### config.mk
export PLATFORM = sky130hd
export DESIGN_NAME = peak_hysteresis_pulse_gate_counter
export DESIGN_NICKNAME = d
export VERILOG_FILES = /design/src/rtl/core/phpgc_pkg.sv /design/src/rtl/core/phpgc_tracker.sv /design/src/rtl/core/peak_hysteresis_pulse_gate_counter.sv
export SDC_FILE = /design/constraint.sdc
export NUM_CORES = 1
export LEC_CHECK = 0
export BUFFER_PORTS_ARGS = -buffer_cell sky130_fd_sc_hd__buf_2
export CAP_MARGIN = 0
export CELL_PAD_IN_SITES_DETAIL_PLACEMENT = 0
export CELL_PAD_IN_SITES_GLOBAL_PLACEMENT = 1
export CORE_ASPECT_RATIO = 1.2
export CORE_MARGIN = 5
export CORE_UTILIZATION = 49
export DETAILED_ROUTE_END_ITERATION = 6
export PLACE_DENSITY_LB_ADDON = 0.1
export SYNTH_ARGS = -nofsm -noshare
export SYNTH_HDL_FRONTEND = slang
export SYNTH_SLANG_ARGS = --single-unit
### constraint.sdc
create_clock -name clk -period 12.25 [get_ports clk]
set_input_delay 3.0625 -clock clk [delete_from_list [all_inputs] [get_ports clk]]
set_output_delay 3.0625 -clock clk [all_outputs]
set_load 0.03 [all_outputs]
### src/rtl/core/phpgc_pkg.sv
package phpgc_pkg;

    // Default widths for the top-level parameters.
    localparam int DEF_SAMPLE_BITS = 12;
    localparam int DEF_COUNT_BITS  = 16;

    // Fixed widths of the configuration registers and the level sum.
    localparam int GATE_BITS = 17;
    localparam int FALL_BITS = 4;
    localparam int RISE_BITS = 5;
    localparam int SUM_BITS  = 28;
    localparam int CFG_INDEX_BITS = 2;

    // Thresholds are expressed in tenths.
    localparam int TENTHS_SCALE = 10;

    // Register reset values.
    localparam logic [GATE_BITS-1:0] GATE_TICKS_RESET  = GATE_BITS'(40000);
    localparam logic [FALL_BITS-1:0] FALL_TENTHS_RESET = FALL_BITS'(9);
    localparam logic [RISE_BITS-1:0] RISE_TENTHS_RESET = RISE_BITS'(11);

    typedef enum logic [CFG_INDEX_BITS-1:0] {
        REG_GATE_TICKS  = 2'd0,
        REG_FALL_TENTHS = 2'd1,
        REG_RISE_TENTHS = 2'd2
    } reg_index_t;

    typedef struct packed {
        logic [FALL_BITS-1:0] fall;
        logic [RISE_BITS-1:0] rise;
    } thresh_t;

endpackage

### src/rtl/core/phpgc_tracker.sv
module phpgc_tracker #(
    parameter int SAMPLE_BITS = phpgc_pkg::DEF_SAMPLE_BITS
) (
    input  logic                   clk,
    input  logic                   rst_n,
    input  logic                   step,
    input  logic [SAMPLE_BITS-1:0] sample,
    input  phpgc_pkg::thresh_t     thresh,
    output logic                   pulse
);

    localparam int PW = SAMPLE_BITS + 5;
    localparam logic [SAMPLE_BITS-1:0] SAMPLE_MAX = '1;
    localparam logic [PW-1:0] TEN = PW'(phpgc_pkg::TENTHS_SCALE);

    logic                   high_reg;
    logic                   high_next;
    logic [SAMPLE_BITS-1:0] peak_reg;
    logic [SAMPLE_BITS-1:0] peak_next;
    logic [SAMPLE_BITS-1:0] valley_reg;
    logic [SAMPLE_BITS-1:0] valley_next;

    logic [SAMPLE_BITS-1:0] peak_max;
    logic [SAMPLE_BITS-1:0] valley_min;
    logic [PW-1:0]          scaled;
    logic [PW-1:0]          fall_lim;
    logic [PW-1:0]          rise_lim;
    logic                   rearm;

    always_comb
    begin
        peak_max   = (sample > peak_reg) ? sample : peak_reg;
        valley_min = (sample < valley_reg) ? sample : valley_reg;
        scaled     = PW'(sample) * TEN;
        fall_lim   = PW'(peak_max) * PW'(thresh.fall);
        rise_lim   = PW'(valley_min) * PW'(thresh.rise);
        pulse      = high_reg && (scaled < fall_lim);
        rearm      = !high_reg && (scaled > rise_lim);
    end

    always_comb
    begin
        high_next   = high_reg;
        peak_next   = peak_reg;
        valley_next = valley_reg;
        if (step)
        begin
            if (high_reg)
            begin
                // A pulse drops the peak so the next high phase starts afresh.
                peak_next = pulse ? '0 : peak_max;
                high_next = !pulse;
            end
            else
            begin
                valley_next = rearm ? SAMPLE_MAX : valley_min;
                high_next   = rearm;
            end
        end
    end

    always_ff @(posedge clk or negedge rst_n)
    begin
        if (!rst_n)
        begin
            high_reg   <= 1'b1;
            peak_reg   <= '0;
            valley_reg <= SAMPLE_MAX;
        end
        else
        begin
            high_reg   <= high_next;
            peak_reg   <= peak_next;
            valley_reg <= valley_next;
        end
    end

    a_low_peak_clear: assert property (@(posedge clk) disable iff (!rst_n)
        !high_reg |-> peak_reg == '0)
        else $error("peak not cleared during low phase");

    a_high_valley_max: assert property (@(posedge clk) disable iff (!rst_n)
        high_reg |-> valley_reg == SAMPLE_MAX)
        else $error("valley not at full scale during high phase");

    a_pulse_to_low: assert property (@(posedge clk) disable iff (!rst_n)
        step && pulse |=> !high_reg)
        else $error("pulse did not enter low phase");

endmodule

### src/rtl/core/peak_hysteresis_pulse_gate_counter.sv
// Channel  Direction  Handshake               Payload
// in       input      in_valid / in_stall     sample
// out      output     out_valid / out_stall   pulse_count, first_edge_ticks,
//                                             last_edge_ticks, level_sum
// cfg      input      cfg_valid / cfg_ready   cfg_index, cfg_data
//
// One word is taken every cycle while in_stall is low; a word passes an
// input register, then a single update stage that writes the window state
// and, on a window close, the result register. Reset clears all state but
// the sample and result data registers; no clearing pass is needed. A word
// that closes a window waits in the input register while the result register
// is full and stalled; other words go on regardless of out_stall.
module peak_hysteresis_pulse_gate_counter #(
    parameter int SAMPLE_BITS = phpgc_pkg::DEF_SAMPLE_BITS,
    parameter int COUNT_BITS  = phpgc_pkg::DEF_COUNT_BITS
) (
    input  logic                                 clk,
    input  logic                                 rst_n,
    input  logic                                 in_valid,
    output logic                                 in_stall,
    input  logic [SAMPLE_BITS-1:0]               sample,
    output logic                                 out_valid,
    input  logic                                 out_stall,
    output logic [COUNT_BITS-1:0]                pulse_count,
    output logic [COUNT_BITS:0]                  first_edge_ticks,
    output logic [COUNT_BITS:0]                  last_edge_ticks,
    output logic [phpgc_pkg::SUM_BITS-1:0]       level_sum,
    input  logic                                 cfg_valid,
    output logic                                 cfg_ready,
    input  logic [phpgc_pkg::CFG_INDEX_BITS-1:0] cfg_index,
    input  logic [phpgc_pkg::GATE_BITS-1:0]      cfg_data
);

    localparam int SB = phpgc_pkg::SUM_BITS;
    localparam int GB = phpgc_pkg::GATE_BITS;
    localparam int LW = (COUNT_BITS + 1 > GB) ? COUNT_BITS + 1 : GB;
    localparam logic [COUNT_BITS-1:0] CNT_MAX  = '1;
    localparam logic [COUNT_BITS:0]   EDGE_MAX = '1;
    localparam logic [SB-1:0]         SUM_MAX  = '1;

    // Configuration registers.
    logic [GB-1:0]      gate_ticks_reg;
    phpgc_pkg::thresh_t thresh_reg;

    // Input register.
    logic                   s1_valid_reg;
    logic [SAMPLE_BITS-1:0] s1_sample_reg;

    // Window state.
    logic [COUNT_BITS-1:0] gate_count_reg;
    logic [COUNT_BITS-1:0] gate_count_next;
    logic [COUNT_BITS-1:0] pulses_reg;
    logic [COUNT_BITS-1:0] pulses_next;
    logic [COUNT_BITS:0]   first_reg;
    logic [COUNT_BITS:0]   first_next;
    logic [COUNT_BITS:0]   last_reg;
    logic [COUNT_BITS:0]   last_next;
    logic                  bfe_reg;
    logic                  bfe_next;
    logic                  summing_reg;
    logic                  summing_next;
    logic [SB-1:0]         partial_reg;
    logic [SB-1:0]         partial_next;
    logic [SB-1:0]         window_reg;
    logic [SB-1:0]         window_next;

    // Result register.
    logic                  out_valid_reg;
    logic [COUNT_BITS-1:0] res_pulses_reg;
    logic [COUNT_BITS:0]   res_first_reg;
    logic [COUNT_BITS:0]   res_last_reg;
    logic [SB-1:0]         res_sum_reg;

    logic [GB-1:0] gate_last;
    logic [LW-1:0] gate_lim;
    logic          close;
    logic          out_free;
    logic          advance;
    logic          pulse;
    logic          in_take;
    logic [SB:0]   window_add;
    logic [SB:0]   partial_add;

    assign cfg_ready = 1'b1;

    always_ff @(posedge clk or negedge rst_n)
    begin
        if (!rst_n)
        begin
            gate_ticks_reg  <= phpgc_pkg::GATE_TICKS_RESET;
            thresh_reg.fall <= phpgc_pkg::FALL_TENTHS_RESET;
            thresh_reg.rise <= phpgc_pkg::RISE_TENTHS_RESET;
        end
        else if (cfg_valid)
        begin
            case (cfg_index)
                phpgc_pkg::REG_GATE_TICKS:  gate_ticks_reg  <= cfg_data;
                phpgc_pkg::REG_FALL_TENTHS: thresh_reg.fall <= cfg_data[phpgc_pkg::FALL_BITS-1:0];
                phpgc_pkg::REG_RISE_TENTHS: thresh_reg.rise <= cfg_data[phpgc_pkg::RISE_BITS-1:0];
                default: ;
            endcase
        end
    end

    // A gate length of zero behaves as one; one beyond the counter range is
    // clipped to the full counter range.
    always_comb
    begin
        gate_last = (gate_ticks_reg == '0) ? '0 : gate_ticks_reg - GB'(1);
        gate_lim  = (LW'(gate_last) > LW'(CNT_MAX)) ? LW'(CNT_MAX) : LW'(gate_last);
        close     = (LW'(gate_count_reg) == gate_lim);
    end

    assign out_free = !out_valid_reg || !out_stall;
    assign advance  = s1_valid_reg && (!close || out_free);
    assign in_stall = s1_valid_reg && !advance;
    assign in_take  = in_valid && !in_stall;

    always_ff @(posedge clk or negedge rst_n)
    begin
        if (!rst_n)
        begin
            s1_valid_reg <= 1'b0;
        end
        else
        begin
            s1_valid_reg <= in_take || (s1_valid_reg && !advance);
        end
    end

    always_ff @(posedge clk)
    begin
        if (in_take)
        begin
            s1_sample_reg <= sample;
        end
    end

    phpgc_tracker #(
        .SAMPLE_BITS (SAMPLE_BITS)
    ) u_tracker (
        .clk    (clk),
        .rst_n  (rst_n),
        .step   (advance),
        .sample (s1_sample_reg),
        .thresh (thresh_reg),
        .pulse  (pulse)
    );

    always_comb
    begin
        gate_count_next = gate_count_reg;
        pulses_next     = pulses_reg;
        first_next      = first_reg;
        last_next       = last_reg;
        bfe_next        = bfe_reg;
        summing_next    = summing_reg;
        partial_next    = partial_reg;
        window_next     = window_reg;
        window_add      = '0;
        partial_add     = '0;
        if (advance)
        begin
            // The window close clears the running counts before this word's
            // pulse tracking and counting are applied.
            if (close)
            begin
                gate_count_next = '0;
                pulses_next     = '0;
                first_next      = '0;
                last_next       = '0;
                bfe_next        = 1'b1;
                summing_next    = 1'b0;
                partial_next    = '0;
                window_next     = '0;
            end
            else
            begin
                gate_count_next = gate_count_reg + COUNT_BITS'(1);
            end

            if (pulse)
            begin
                pulses_next  = (pulses_next == CNT_MAX) ? CNT_MAX
                                                        : pulses_next + COUNT_BITS'(1);
                last_next    = '0;
                bfe_next     = 1'b0;
                summing_next = 1'b1;
                window_add   = {1'b0, window_next} + {1'b0, partial_next};
                window_next  = window_add[SB] ? SUM_MAX : window_add[SB-1:0];
                partial_next = '0;
            end

            last_next = (last_next == EDGE_MAX) ? EDGE_MAX : last_next + (COUNT_BITS+1)'(1);
            if (bfe_next)
            begin
                first_next = (first_next == EDGE_MAX) ? EDGE_MAX
                                                      : first_next + (COUNT_BITS+1)'(1);
            end
            if (summing_next)
            begin
                partial_add  = {1'b0, partial_next} + (SB+1)'(s1_sample_reg);
                partial_next = (partial_add > (SB+1)'(SUM_MAX)) ? SUM_MAX
                                                                : partial_add[SB-1:0];
            end
        end
    end

    always_ff @(posedge clk or negedge rst_n)
    begin
        if (!rst_n)
        begin
            gate_count_reg <= '0;
            pulses_reg     <= '0;
            first_reg      <= '0;
            last_reg       <= '0;
            bfe_reg        <= 1'b1;
            summing_reg    <= 1'b0;
            partial_reg    <= '0;
            window_reg     <= '0;
        end
        else
        begin
            gate_count_reg <= gate_count_next;
            pulses_reg     <= pulses_next;
            first_reg      <= first_next;
            last_reg       <= last_next;
            bfe_reg        <= bfe_next;
            summing_reg    <= summing_next;
            partial_reg    <= partial_next;
            window_reg     <= window_next;
        end
    end

    always_ff @(posedge clk or negedge rst_n)
    begin
        if (!rst_n)
        begin
            out_valid_reg <= 1'b0;
        end
        else if (advance && close)
        begin
            out_valid_reg <= 1'b1;
        end
        else if (!out_stall)
        begin
            out_valid_reg <= 1'b0;
        end
    end

    always_ff @(posedge clk)
    begin
        if (advance && close)
        begin
            res_pulses_reg <= pulses_reg;
            res_first_reg  <= first_reg;
            res_last_reg   <= last_reg;
            res_sum_reg    <= window_reg;
        end
    end

    assign out_valid        = out_valid_reg;
    assign pulse_count      = res_pulses_reg;
    assign first_edge_ticks = res_first_reg;
    assign last_edge_ticks  = res_last_reg;
    assign level_sum        = res_sum_reg;

    a_close_gives_word: assert property (@(posedge clk) disable iff (!rst_n)
        advance && close |=> out_valid_reg && gate_count_reg == '0)
        else $error("window close did not produce a result word");

    a_edges_track: assert property (@(posedge clk) disable iff (!rst_n)
        bfe_reg |-> first_reg == last_reg)
        else $error("edge counters diverged before the first pulse");

    a_idle_sum_clear: assert property (@(posedge clk) disable iff (!rst_n)
        !summing_reg |-> partial_reg == '0)
        else $error("partial sum held while not summing");

    a_no_overwrite: assert property (@(posedge clk) disable iff (!rst_n)
        out_valid_reg && out_stall |-> !(advance && close))
        else $error("result word overwritten while stalled");

endmodule
==> results.cfg <==
[clock_network]
clk_pin_slew_worst_paths_ns = 0.06
htreeDepth = 1
cts_root_buf = clkbuf_16
clock_path_buffers = 3
cts_num_sinks = 267
cts-hold-fix-buffers = 0
cts_buffers = 29
cts_resized = 0
clock_latency_ns = 0.58
cts_tree = yes
postCtsSetupRepairBufs = 0

[synth]
yosys_warnings = 0
ys_types = 94
synthFlopType = dfrtp_1
synthesis.nets = 2453
async_flop_share = 0.663
ys_seq_area_frac = 0.356
postSynthCellCount = 2201
synth_top_area_cell = dfrtp_1
avgSynthCellArea_um2 = 9.14
synthTopCellsByArea = dfrtp_1 (19%), edfxtp_1 (13%), ha_1 (10%), fa_1 (5.3%), nand2_1 (4.1%)
ys_ff_latch = 267
syn_area_um2 = 20100
synth-edff-count = 90
synth_top_area_share = 0.190

[floorplan]
ios = 117
core-area_um2 = 40700
initial_core_util = 0.494
dieArea_um2 = 45200
floorplan.rows = 81
fp.dieH_um = 232
fp.dieW_um = 195

[place]
gp_congestion = 0.889
detailed_place_hpwl_um = 37600
place_inst = 2777
portBuffers = 115

[routing]
drc = 0
detail_route.vias_per_cell = 5.78
drt_iter0_markers = 825
vias = 16400
ant_nets = 0
routedWlPerCell_um = 18.1
drt-total-wl_um = 51100
firstDrtPassIters = 5

[hold_path]
min_from = window_reg[23]
min_path_type = flop to flop
min_to = level_sum[23]
hold_depth = 0

[global_routing]
grt_max_degree = 109
grt-ovfl-total = 0
grt_pass1_wl_um = 84800
grt_pass1_vias = 16200
antenna_found_initial = 1
grt_use_total = 0.224

[sta]
tns_ns = 0
fin_crit_sh = 0.905
finalHoldViolations = 0
slew_headroom = 0.353
max_freq_mhz = 90.2
final-setup-viol-count = 0
min_period_ns = 11.08
drv_slew = 0
skew_ns = 0.0203
rsz0062_at_grt = no
worstMarginPinSlew_ns = 0.970

[pwr]
p_leak_uw = 0.00950
p_clk_frac = 0.148
p_per_area_nw_per_um2 = 270
p_sw_uw = 2740
ir_drop_v = 0.000310
comb_power_share = 0.638
power.internal_uw = 3210
seqPwrFrac = 0.214
p_sw_frac = 0.461

[critical_path]
cp-end-kind = flop
cp.arrival_ns = 11.57
ff2ff_path_depth = 44
reg2reg_slack_ns = 1.17
critical_path.slowest_cell = o31a_1
reg2reg_to = partial_reg[27]
cpPeakStageDelay_ns = 0.71
cp_max_fo = 38
criticalPathCategory = flop to flop
regToRegStartpoint = s1_sample_reg[0]
required_ns = 12.74
crit_path_start_kind = flop

[cells_and_area]
final_nets = 2521
layout-area-overhead-vs-synth_pct = 9.55
final_cell_mix = nand2_1 (220), inv_1 (165), ha_1 (163), dfrtp_1 (153), nor2_1 (135)
layoutNonFillerInstCount = 2831
diodes = 0
final_layout_size_suffix_gt1_frac = 0.123
layout_commonest_cell = nand2_1

[job]
cap_violations = 0

[status]
status = completed
==> cells by family after synthesis <==
| kind of cell | synth area share |
|---|---|
| DFF | 0.356 |
| buffers and inverters | 0.0553 |
| xor gates and xnor gates | 0.0325 |
| adders and majority gates | 0.155 |
| muxes | 0.0249 |
| other | 0.000186 |
| AOI/OAI and AO/OA | 0.177 |
| and+or+nand+nor | 0.199 |
==> worst max-delay path: cells and delay by family (launching register included) <==
| kind | cells | cell delay, ns |
|---|---|---|
| AOI/OAI and AO/OA | 21 | 4.81 |
| xor gates and xnor gates | 1 | 0.14 |
| adders and majority gates | 6 | 2.16 |
| buffers and inverters | 5 | 1.14 |
| DFF | 1 | 0.60 |
| and+or+nand+nor | 11 | 2.14 |
==> metrics by stage <==
stage          total power [uW]   util  worst slack, ns  area (um^2)  hold WS (ns)
3_5_place_dp               5100  0.518             1.30        21100         0.441
2_1_floorplan              4240      -             2.12        20100         0.425
6_report                   5960  0.541             1.17        22000         0.450
4_1_cts                    6020  0.541             1.28        22000         0.448
3_3_place_gp               5020  0.518             1.55        21100         0.435
5_1_grt                    6620  0.541            0.331        22000         0.469
==> metal layers <==
metal / global-route usage / vias up / part of all wire
li1: - / 8001 / -
met1: 0.294 / 7954 / 0.44
met2: 0.402 / 317 / 0.50
met3: 0.0199 / 77 / 0.036
met4: 0.0570 / 2 / 0.023
met5: 0 / - / 0.00025
==> worst max-delay path by stage <==
| stage | slack [ns] | cells after the start | startpoint | to |
|---|---|---|---|---|
| 3_3_place_gp | 1.55 | 44 | s1_sample_reg[1] | partial_reg[27] |
| 5_1_grt | 0.33 | 44 | s1_sample_reg[0] | partial_reg[10] |
| 3_5_place_dp | 1.30 | 45 | s1_sample_reg[0] | partial_reg[27] |
| 4_1_cts | 1.28 | 45 | s1_sample_reg[0] | partial_reg[27] |
| 6_report | 1.17 | 44 | s1_sample_reg[0] | partial_reg[27] |
| 2_1_floorplan | 2.12 | 47 | s1_sample_reg[1] | partial_reg[11] |
==> synthesized netlist by cell type, drive strengths merged (10+ instances only) <==
cell type and count:
a21o 43, ha 163, a211oi 11, a21oi 133, o21bai 16, fa 53
nor2b 54, dfrtp 153, o21ai 123, a41oi 11, inv 165, nor3 39
o211ai 10, or3 16, mux2i 14, nand2 221, dfstp 24, mux2 32
nor2 139, xor2 28, nand4 37, o22ai 25, and2 87, and3 22
nand3 60, clkbuf 63, o21a 17, o31ai 28, nand2b 39, nor4 25
buf 40, a31oi 45, edfxtp 90, xnor2 44
==> power groups by stage <==
stage	Sequential (uW)	Combinational, uW	Clock, uW
CTS	1270	3840	903
finish	1280	3800	880
floorplan	1200	3050	0
detailed placement	1290	3810	0
global route	1300	4380	938
global placement	1290	3730	0
==> final cells by class <==
type                    instances  area [um^2]
multi-input cells            1666        11900
inverters                     165          619
well taps                     539          674
repair buffers                140          772
flip-flops and latches        267         7160
clock buffers                  35          748
fillers                      3827        18700
clock inverters                19          196
Power figures use the tool's default switching activity.
